**config.mk**
```make
export PLATFORM = sky130hd
export DESIGN_NAME = pointer_homing_step_mover
export DESIGN_NICKNAME = d
export VERILOG_FILES = /design/src/phsm_pkg.sv /design/src/phsm_core.sv /design/src/pointer_homing_step_mover.sv
export SDC_FILE = /design/constraint.sdc
export NUM_CORES = 1
export LEC_CHECK = 0
export BUFFER_PORTS_ARGS = -buffer_cell sky130_fd_sc_hd__buf_4
export CORE_ASPECT_RATIO = 0.6
export CORE_MARGIN = 2
export CORE_UTILIZATION = 50
export CTS_BUF_LIST = sky130_fd_sc_hd__clkbuf_16
export CTS_CLUSTER_DIAMETER = 150
export DETAILED_ROUTE_END_ITERATION = 10
export PLACE_DENSITY_LB_ADDON = 0.12
export SLEW_MARGIN = 20
export SYNTH_ARGS = -nofsm -noshare
export SYNTH_HDL_FRONTEND = slang
export SYNTH_SLANG_ARGS = --single-unit
```
**constraint.sdc**
```tcl
create_clock -name clk -period 9.2 [get_ports clk]
set_input_delay 1.84 -clock clk [delete_from_list [all_inputs] [get_ports clk]]
set_output_delay 1.84 -clock clk [all_outputs]
set_load 0.1 [all_outputs]
```
**src/phsm_pkg.sv**
```systemverilog
// ----------------------------------------------------------------------------
// Pointer homing step mover package
// Shared word types, configuration and state records, and command codes.
// ----------------------------------------------------------------------------
package phsm_pkg;

    localparam logic [1:0] KIND_SET_TARGET = 2'd0;
    localparam logic [1:0] KIND_STEP       = 2'd1;
    localparam logic [1:0] KIND_HOME       = 2'd2;

    localparam logic [1:0] REG_SCREEN_WIDTH  = 2'd0;
    localparam logic [1:0] REG_SCREEN_HEIGHT = 2'd1;
    localparam logic [1:0] REG_SCALE_Q8      = 2'd2;
    localparam logic [1:0] REG_MAX_JUMP      = 2'd3;

    localparam logic [12:0] SCREEN_WIDTH_RESET  = 13'd3840;
    localparam logic [12:0] SCREEN_HEIGHT_RESET = 13'd2160;
    localparam logic [9:0]  SCALE_Q8_RESET      = 10'd256;
    localparam logic [6:0]  MAX_JUMP_RESET      = 7'd10;

    localparam logic signed [17:0] HOME_OVERSHOOT = 18'sd50;

    typedef struct packed {
        logic [1:0]  kind;
        logic [13:0] goal_x;
        logic [13:0] goal_y;
        logic        home_first;
    } in_word_t;

    typedef struct packed {
        logic              move_valid;
        logic signed [7:0] delta_x;
        logic signed [7:0] delta_y;
        logic              arrived;
    } out_word_t;

    typedef struct packed {
        logic [12:0] screen_width;
        logic [12:0] screen_height;
        logic [9:0]  scale_q8;
        logic [6:0]  max_jump;
    } phsm_cfg_t;

    typedef struct packed {
        logic [15:0]        aim_x;
        logic [15:0]        aim_y;
        logic signed [17:0] pos_x;
        logic signed [17:0] pos_y;
        logic               is_homed;
        logic               turn_is_x;
    } phsm_state_t;

endpackage

```
**src/phsm_core.sv**
```systemverilog
// ----------------------------------------------------------------------------
// Pointer homing step mover core
// Computes the result word and the next position state for one command word.
// ----------------------------------------------------------------------------
module phsm_core
    import phsm_pkg::*;
(
    input  in_word_t    cmd,
    input  phsm_cfg_t   cfg,
    input  phsm_state_t state,
    output phsm_state_t state_next,
    output out_word_t   result
);

    function automatic logic signed [7:0] clamp_step(
        input logic signed [18:0] diff,
        input logic [6:0]         jump
    );
        logic signed [18:0] lim;
        begin
            lim = $signed({12'd0, jump});
            if (diff > lim)
            begin
                clamp_step = $signed({1'b0, jump});
            end
            else if (diff < -lim)
            begin
                clamp_step = -$signed({1'b0, jump});
            end
            else
            begin
                clamp_step = diff[7:0];
            end
        end
    endfunction

    logic [23:0]        prod_x;
    logic [23:0]        prod_y;
    logic [6:0]         jump;
    logic signed [17:0] tx;
    logic signed [17:0] ty;
    logic signed [18:0] diff_x;
    logic signed [18:0] diff_y;
    logic signed [7:0]  dx;
    logic signed [7:0]  dy;
    logic               ne_x;
    logic               ne_y;

    assign prod_x = {10'd0, cmd.goal_x} * {14'd0, cfg.scale_q8};
    assign prod_y = {10'd0, cmd.goal_y} * {14'd0, cfg.scale_q8};
    assign jump   = (cfg.max_jump == 7'd0) ? 7'd1 : cfg.max_jump;

    always_comb
    begin
        if (state.is_homed)
        begin
            tx = $signed({2'b00, state.aim_x});
            ty = $signed({2'b00, state.aim_y});
        end
        else
        begin
            tx = -$signed({5'd0, cfg.screen_width}) - HOME_OVERSHOOT;
            ty = -$signed({5'd0, cfg.screen_height}) - HOME_OVERSHOOT;
        end
    end

    assign diff_x = {tx[17], tx} - {state.pos_x[17], state.pos_x};
    assign diff_y = {ty[17], ty} - {state.pos_y[17], state.pos_y};
    assign dx     = clamp_step(diff_x, jump);
    assign dy     = clamp_step(diff_y, jump);
    assign ne_x   = (state.pos_x != tx);
    assign ne_y   = (state.pos_y != ty);

    always_comb
    begin
        state_next = state;
        result     = '0;
        case (cmd.kind)
            KIND_SET_TARGET:
            begin
                state_next.aim_x    = prod_x[23:8];
                state_next.aim_y    = prod_y[23:8];
                state_next.is_homed = ~cmd.home_first;
            end
            KIND_HOME:
            begin
                state_next.is_homed = 1'b0;
            end
            KIND_STEP:
            begin
                if (ne_x || ne_y)
                begin
                    result.move_valid = 1'b1;
                    if (ne_x && (!ne_y || state.turn_is_x))
                    begin
                        result.delta_x       = dx;
                        state_next.pos_x     = state.pos_x + {{10{dx[7]}}, dx};
                        state_next.turn_is_x = 1'b0;
                    end
                    else
                    begin
                        result.delta_y       = dy;
                        state_next.pos_y     = state.pos_y + {{10{dy[7]}}, dy};
                        state_next.turn_is_x = 1'b1;
                    end
                end
                else if (!state.is_homed)
                begin
                    state_next.is_homed = 1'b1;
                    state_next.pos_x    = '0;
                    state_next.pos_y    = '0;
                end
                else
                begin
                    state_next.is_homed = 1'b0;
                    result.arrived      = 1'b1;
                end
            end
            default:
            begin
                state_next = state;
            end
        endcase
    end

endmodule

```
**src/pointer_homing_step_mover.sv**
```systemverilog
// ----------------------------------------------------------------------------
// Pointer homing step mover
// Turns target, step and homing commands into single-axis relative moves.
// ----------------------------------------------------------------------------
//  channel   signals                          direction
//  in        in_valid, in_ready, in_word      command words in
//  out       out_valid, out_ready, out_word   one result word per command
//  cfg       cfg_write, cfg_index, cfg_data   register writes, no wait
//
// A command word is taken into an input register; from there the core updates
// the position state and loads the result register, so one word passes per
// cycle while the result is not stalled. A stalled result holds the result
// register; the input register refills only as it drains. Reset clears
// the position state and loads the register defaults.
// ----------------------------------------------------------------------------
module pointer_homing_step_mover
    import phsm_pkg::*;
(
    input  logic        clk,
    input  logic        rst_n,
    input  logic        in_valid,
    output logic        in_ready,
    input  in_word_t    in_word,
    output logic        out_valid,
    input  logic        out_ready,
    output out_word_t   out_word,
    input  logic        cfg_write,
    input  logic [1:0]  cfg_index,
    input  logic [12:0] cfg_data
);

    phsm_cfg_t   cfg_reg;
    phsm_state_t state_reg;
    phsm_state_t state_next;
    in_word_t    cmd_reg;
    logic        cmd_full_reg;
    out_word_t   res_reg;
    out_word_t   res_next;
    logic        res_full_reg;
    logic        advance;

    assign advance  = cmd_full_reg && (!res_full_reg || out_ready);
    assign in_ready = !cmd_full_reg || advance;

    phsm_core u_core (
        .cmd        (cmd_reg),
        .cfg        (cfg_reg),
        .state      (state_reg),
        .state_next (state_next),
        .result     (res_next)
    );

    always_ff @(posedge clk or negedge rst_n)
    begin
        if (!rst_n)
        begin
            cfg_reg.screen_width  <= SCREEN_WIDTH_RESET;
            cfg_reg.screen_height <= SCREEN_HEIGHT_RESET;
            cfg_reg.scale_q8      <= SCALE_Q8_RESET;
            cfg_reg.max_jump      <= MAX_JUMP_RESET;
        end
        else if (cfg_write)
        begin
            case (cfg_index)
                REG_SCREEN_WIDTH:  cfg_reg.screen_width  <= cfg_data;
                REG_SCREEN_HEIGHT: cfg_reg.screen_height <= cfg_data;
                REG_SCALE_Q8:      cfg_reg.scale_q8      <= cfg_data[9:0];
                REG_MAX_JUMP:      cfg_reg.max_jump      <= cfg_data[6:0];
                default:           cfg_reg               <= cfg_reg;
            endcase
        end
    end

    always_ff @(posedge clk or negedge rst_n)
    begin
        if (!rst_n)
        begin
            state_reg    <= '0;
            cmd_full_reg <= 1'b0;
            res_full_reg <= 1'b0;
        end
        else
        begin
            if (in_ready)
            begin
                cmd_full_reg <= in_valid;
            end
            if (advance)
            begin
                state_reg    <= state_next;
                res_full_reg <= 1'b1;
            end
            else if (out_ready)
            begin
                res_full_reg <= 1'b0;
            end
        end
    end

    always_ff @(posedge clk)
    begin
        if (in_ready && in_valid)
        begin
            cmd_reg <= in_word;
        end
        if (advance)
        begin
            res_reg <= res_next;
        end
    end

    assign out_valid = res_full_reg;
    assign out_word  = res_reg;

endmodule

```
# Word-level counts from Yosys, hierarchy flattened
# Index checks and enable logic that the tools add are counted.
[op_classes] mul=2 n_mux=21 order_cmp=4 n_bitwise=3 addsub=10 n_eq_ne=11 reduce_logical=27
[op_table] cell="18-bit two-way mux" count=4
[op_table] cell="36-bit two-way mux" count=2
[op_table] cell="14-bit by 10-bit multiplier with 24-bit output" count=2
[op_table] cell="8-bit two-way mux" count=6
[op_table] cell="19-bit by 8-bit greater-than comparator with 1-bit output" count=2
[op_table] cell="19-bit < comparator" count=2
[op_table] cell="18-bit by 18-bit subtractor with 19-bit output" count=2
[op_table] cell="18-bit adder" count=2
[op_table] cell="18-bit inequality test" count=2
[op_table] cell="13-bit negator with 18-bit output" count=2
[op_table] cell="18-bit by 7-bit subtractor with 18-bit output (second input constant)" count=2
[op_table] cell="7-bit negator with 19-bit output" count=1
[op_table] cell="17-bit two-way mux" count=1
[op_table] cell="2-bit AND reduction" count=5
[op_table] cell="3-bit AND reduction" count=3
[op_table] cell="7-bit negator with 8-bit output" count=1
[op_table] cell="4-bit AND reduction" count=2
[op_table] cell="7-bit zero test" count=1
[op_table] cell="7-bit two-way mux" count=1
[op_table] cell="2-bit equality test (second input constant)" count=3
[op_table] cell="1-bit two-way mux" count=6
[op_table] cell="2-bit inequality test (second input constant)" count=3
[op_table] cell="2-bit by 1-bit equality test with 1-bit output (second input constant)" count=2
[op_table] cell="2-bit zero test" count=2
[op_table] cell="10 further kinds" count=19
[totals] ff_bits=164 inputBits=51 output_inout_bits=20

# Depth between registers and ports, before layout
[logic_depth] word_depth=10 ltp_mapped=37

# Modules after synthesis
# From an unflattened synthesis, not the netlist that was laid out.
[hier_totals] hier_cells=2273 hier_area_um2=20811.2
[by_module_without_submodules] module="phsm_core" instances=1 seq_area_each_um2=0.0 cells_each=1975 area_per_inst_um2=15000.6
[by_module_without_submodules] module="pointer_homing_step_mover" instances=1 seq_area_each_um2=4362.9 cells_each=298 area_per_inst_um2=5810.6

# Worst setup path before layout
# OpenSTA, ideal clock, no wires.
[synth_timing] path_type="register to register" startpoint="register cfg_reg[30] (netlist name)" endpoint="register state_reg[28] (netlist name)" setup_time_ps=116 stages_incl_launch_ff=33 required_time_ps=9084 path_slack_ps=2440 path_buffers=2 arrival_ps=6644 cell_sequence="dfrtp_1 -> ha_1 -> and3_1 -> nor3_1 -> nor2_1 -> xor2_1 -> o21ai_0 -> ha_1 -> buf_2 -> a21o_1 -> a21oi_1 -> o221ai_1 -> nor2_1 -> mux2i_1 -> or3_1 -> ha_1 -> a211o_1 -> nor4bb_1 -> a221oi_1 -> clkbuf_1 -> a21oi_1 -> a31oi_1 -> ha_1 -> fa_1 -> a21o_1 -> a21oi_1 -> o21bai_1 -> a21oi_1 -> nor2b_1 -> nor2_1 -> a211oi_1 -> a21o_1 -> o311ai_0"
[synth_via] elab_chain_len=10 word_cells_on_any_way=17 cone_classes="add/sub: 4; order compare: 2; eq/ne: 3; mux: 5; reduce/logical: 3"
[synth_rtl] element="start: declaration" line_no="pointer_homing_step_mover.sv:32" rtl="phsm_cfg_t cfg_reg;"
[synth_rtl] element="start signal: assignment" line_no="pointer_homing_step_mover.sv:69" rtl="default: cfg_reg <= cfg_reg;"
[synth_rtl] element="13-bit negator with 18-bit output *" line_no="phsm_core.sv:62" rtl="tx = -$signed({5'd0, cfg.screen_width}) - HOME_OVERSHOOT;"
[synth_rtl] element="18-bit by 7-bit subtractor with 18-bit output *" line_no="phsm_core.sv:62"
[synth_rtl] element="18-bit two-way mux *" line_no="phsm_core.sv:55" rtl="if (state.is_homed)"
[synth_rtl] element="18-bit by 18-bit subtractor with 19-bit output *" line_no="phsm_core.sv:67" rtl="assign diff_x = {tx[17], tx} - {state.pos_x[17], state.pos_x};"
[synth_rtl] element="19-bit < comparator" line_no="phsm_core.sv:26" rtl="else if (diff < -lim)"
[synth_rtl] element="8-bit two-way mux" line_no="phsm_core.sv:26"
[synth_rtl] element="8-bit two-way mux *" line_no="phsm_core.sv:22" rtl="if (diff > lim)"
[synth_rtl] element="via u_core.dx[0]" line_no="phsm_core.sv:44" rtl="logic signed [7:0] dx;"
[synth_rtl] element="18-bit adder *" line_no="phsm_core.sv:97" rtl="state_next.pos_x = state.pos_x + {{10{dx[7]}}, dx};"
[synth_rtl] element="18-bit two-way mux *" line_no="phsm_core.sv:94" rtl="if (ne_x && (!ne_y || state.turn_is_x))"
[synth_rtl] element="36-bit two-way mux *" line_no="phsm_core.sv:91" rtl="if (ne_x || ne_y)"
[synth_rtl] element="end signal: assignment" line_no="pointer_homing_step_mover.sv:90" rtl="state_reg <= state_next;"
[synth_rtl] element="end: declaration" line_no="pointer_homing_step_mover.sv:33" rtl="phsm_state_t state_reg;"
# Mark *: on every way through the listed nets, which the timed path passes. The rest lies on a longest branch. The select of a mux whose other input is x is not followed.
# A chain may end at the register's enable or synchronous reset.

# Worst setup path in the final report
[layout_timing] startpoint="register state_reg[1] (netlist name)" endpoint="register state_reg[17] (netlist name)"
[layout_via] elab_chain_len=8 word_cells_on_any_way=19 cone_classes="add/sub: 2; order compare: 2; eq/ne: 4; mux: 6; reduce/logical: 5"
[layout_rtl] element="18-bit two-way mux *" line_no="phsm_core.sv:55"
[layout_rtl] element="18-bit by 18-bit subtractor with 19-bit output *" line_no="phsm_core.sv:68" rtl="assign diff_y = {ty[17], ty} - {state.pos_y[17], state.pos_y};"
[layout_rtl] element="19-bit < comparator" line_no="phsm_core.sv:26"
[layout_rtl] element="8-bit two-way mux" line_no="phsm_core.sv:26"
[layout_rtl] element="8-bit two-way mux *" line_no="phsm_core.sv:22"
[layout_rtl] element="via u_core.dy[1]" line_no="phsm_core.sv:45" rtl="logic signed [7:0] dy;"
[layout_rtl] element="18-bit adder *" line_no="phsm_core.sv:103" rtl="state_next.pos_y = state.pos_y + {{10{dy[7]}}, dy};"
[layout_rtl] element="18-bit two-way mux *" line_no="phsm_core.sv:94"
[layout_rtl] element="36-bit two-way mux *" line_no="phsm_core.sv:91"
# Marks and branches as above.

==> results.yml <==
yosys:
  async_reset_ff_share_pct: 70.1
  netlist_instances: 2241
  synth_top_cell_area_share_pct: 18.9
  synth_warnings: 0
  synth_top_cell_by_area: "fa_1"
  synth_area_um2: 20100
  ys_seq_elements: 164
  ys_types: 82
  avgSynthCellArea_um2: 8.99
  seq_area_frac_synth_pct: 21.7
  synth_edf_count: 49
  synth.area.top_cells: "fa_1 (19%), ha_1 (14%), dfrtp_1 (13%)"
  synth_top_flop_cell: "dfrtp_1"
detailed_routing:
  drt_iter0_drc: 1429
  wl_per_cell_um: 19.7
  dr.pass1.iters: 6
  num_vias: 16400
  routed_wl_mm: 55.1
  drcViolationCount: 0
  postRouteAntennaNets: 0
  viasPerCell: 5.86
layout:
  syn_to_final_growth_pct: 7.57
  drive_gt1_share_pct: 8.72
  fin_cells: 2792
  seq_area_um2: 4370
  nFillCells: 3550
  multi_input_area_um2: 14400
  largest_register_ffs: 70
  antenna_cells: 0
  nNetsFinal: 2722
grt:
  antenna_found_initial: 0
  first_global_vias: 16400
  grt_pass1_wl_mm: 89.9
  grt_usage_pct: 27.0
  grt_max_degree: 73
  gr-total-overflow: 0
floorplan:
  ios: 71
  die_y_um: 159
  dieWidth_um: 263
  dieArea_um2: 41900
  num_rows: 56
  initial_utilization_pct: 51.1
  core-area_um2: 39400
sta:
  fin_crit_sh_pct: 85.2
  finalClockSkew_ns: 0.0143
  setup_viol: 0
  drv_slew: 0
  min_period_ns: 7.84
  slew_headroom_pct: 31.1
  fmax_mhz: 128
  tightest_slew_ns: 1.03
  rsz0062_at_grt: "false"
  hold_viol_final: 0
  fin_tns_setup_ns: 0
worst_setup_path:
  crit_path_max_fanout: 35
  critPathKind: "reg -> reg"
  startpoint_type: "register"
  cp_slowest_cell: "dfrtp_2"
  critPathArrivalTime_ns: 8.19
  crit_required_ns: 9.55
  end_kind: "register"
  path_delay_family: "compound AO/OA/AOI/OAI gates"
  crit_buf_inv: 2
  cpPeakStageDelay_ns: 0.75
clocking:
  cts_buffer_depth: 2
  cts_setup_buffers: 0
  htreeDepth: 4
  cts_root_buf: "clkbuf_16"
  cts_buffers: 17
  hold_buffers: 0
  cts_tree: "yes"
  ctsResizeCount: 0
  cts.sinks: 164
  clk_pin_slew_ns: 0.07
  insertion_delay_ns: 0.46
job:
  cap_viol_max_count: 0
placed_design:
  dp.cells: 2760
  dp_hpwl_mm: 43.4
  place_congestion: 0.958
  io_buffers: 70
run_status:
  outcome: "finished clean"
hold_path:
  holdCritPathClass: "reg -> reg"
[logic make-up after synthesis]
kind of cell / synth area share (%)
simple gates: 18.2
buf+inv: 6.85
fa+ha+maj: 32.8
other cells: 0.0186
flops: 21.7
xor+xnor: 3.65
compound gates: 13.3
mux: 3.50
[stage by stage]
step	util, %	setup WS [ns]	area, um^2	hold slack, ns
6_report	55.0	1.36	21700	0.479
3_5_place_dp	53.6	1.54	21100	0.467
3_3_place_gp	53.6	1.76	21100	0.459
5_1_grt	55.0	0.712	21700	0.499
4_1_cts	55.0	1.48	21700	0.482
2_1_floorplan	-	2.44	20200	0.440
[synthesized netlist by cell type, types with 9 or more instances]
cell / number
xnor2_1: 52
mux2i_1: 21
nor4_1: 10
or4_1: 10
or3_1: 16
a21oi_1: 82
a21o_1: 33
dfrtp_1: 104
nor3b_1: 9
inv_1: 262
o21ai_0: 120
nor2b_1: 32
mux2_2: 44
o22ai_1: 10
o31ai_1: 14
ha_1: 224
and3_1: 12
o211ai_1: 17
and2_1: 118
xor2_1: 30
fa_1: 190
nand2_1: 288
o21a_1: 23
edfxtp_1: 49
nor2_1: 77
nand4_1: 23
nor3_1: 43
nand3b_1: 9
nand3_1: 47
nand2b_1: 18
clkbuf_1: 90
dfstp_2: 11
a31oi_1: 15
[cell usage in the layout, fill, tap and decap left out, types with 15 or more instances in the layout]
cell type	netlist	layout
o21ai_0	120	120
nor2b_1	32	32
edfxtp_1	49	49
clkbuf_16	0	19
ha_1	224	224
nand2b_1	18	18
a21o_1	33	33
nand2_1	288	287
and2_1	118	118
or3_1	16	16
nor3_1	43	43
o211ai_1	17	17
xor2_1	30	30
mux2_2	44	44
o21a_1	23	23
nor2_1	77	77
a21oi_1	82	82
a31oi_1	15	15
nand4_1	23	23
xnor2_1	52	52
nand3_1	47	47
dfrtp_1	104	100
buf_4	1	87
inv_1	262	264
mux2i_1	21	21
fa_1	190	190
[metal layers]
layer | global-route usage [%] | vias up | wire length [um]
met4 | 5.22 | 0 | 737
met1 | 41.5 | 8105 | 27000
met3 | 6.05 | 39 | 4520
li1 | - | 7650 | -
met5 | 0 | - | 0
met2 | 38.9 | 577 | 22900
[worst paths after layout]
check,startpoint,end,slack (ns),cells past startpoint
min in group asynchronous,rst_n,state_reg[28],1.41,1
worst min register to register,state_reg[52],state_reg[52],0.48,2
max in group asynchronous,rst_n,cfg_reg[13],6.31,2
worst max-delay path,state_reg[1],state_reg[17],1.36,26
worst min-delay path,state_reg[52],state_reg[52],0.48,2
worst max register to register,state_reg[1],state_reg[17],1.36,26
[final cells by class]
type / instances / share of cell area (%)
clock inverters: 13 / 0.358
clock buffers: 19 / 2.20
flip-flops and latches: 164 / 20.2
multi-input cells: 1723 / 66.7
inverters: 264 / 4.58
repair buffers: 87 / 3.02
well taps: 522 / 3.02
[worst reg2reg max path: stages (launching register included)]
cell	delay, ns
dfrtp_2	0.75
inv_1	0.48
a21oi_1	0.34
ha_1	0.32
nor2b_1	0.18
o31ai_1	0.40
a221oi_1	0.24
a211oi_1	0.39
mux2i_1	0.28
nand2_1	0.09
ha_1	0.33
a2111oi_0	0.54
a32oi_1	0.45
nand2_1	0.18
o211ai_1	0.10
o21ai_0	0.21
inv_1	0.09
ha_1	0.28
a21o_1	0.17
a21oi_1	0.20
o21ai_0	0.18
a21o_1	0.22
a21o_1	0.32
or4_1	0.52
mux2i_1	0.21
o211ai_1	0.10
nor2b_1	0.17
Power is not shown: default switching activity piles up to over one toggle a cycle in this logic, so the estimate is an artifact.
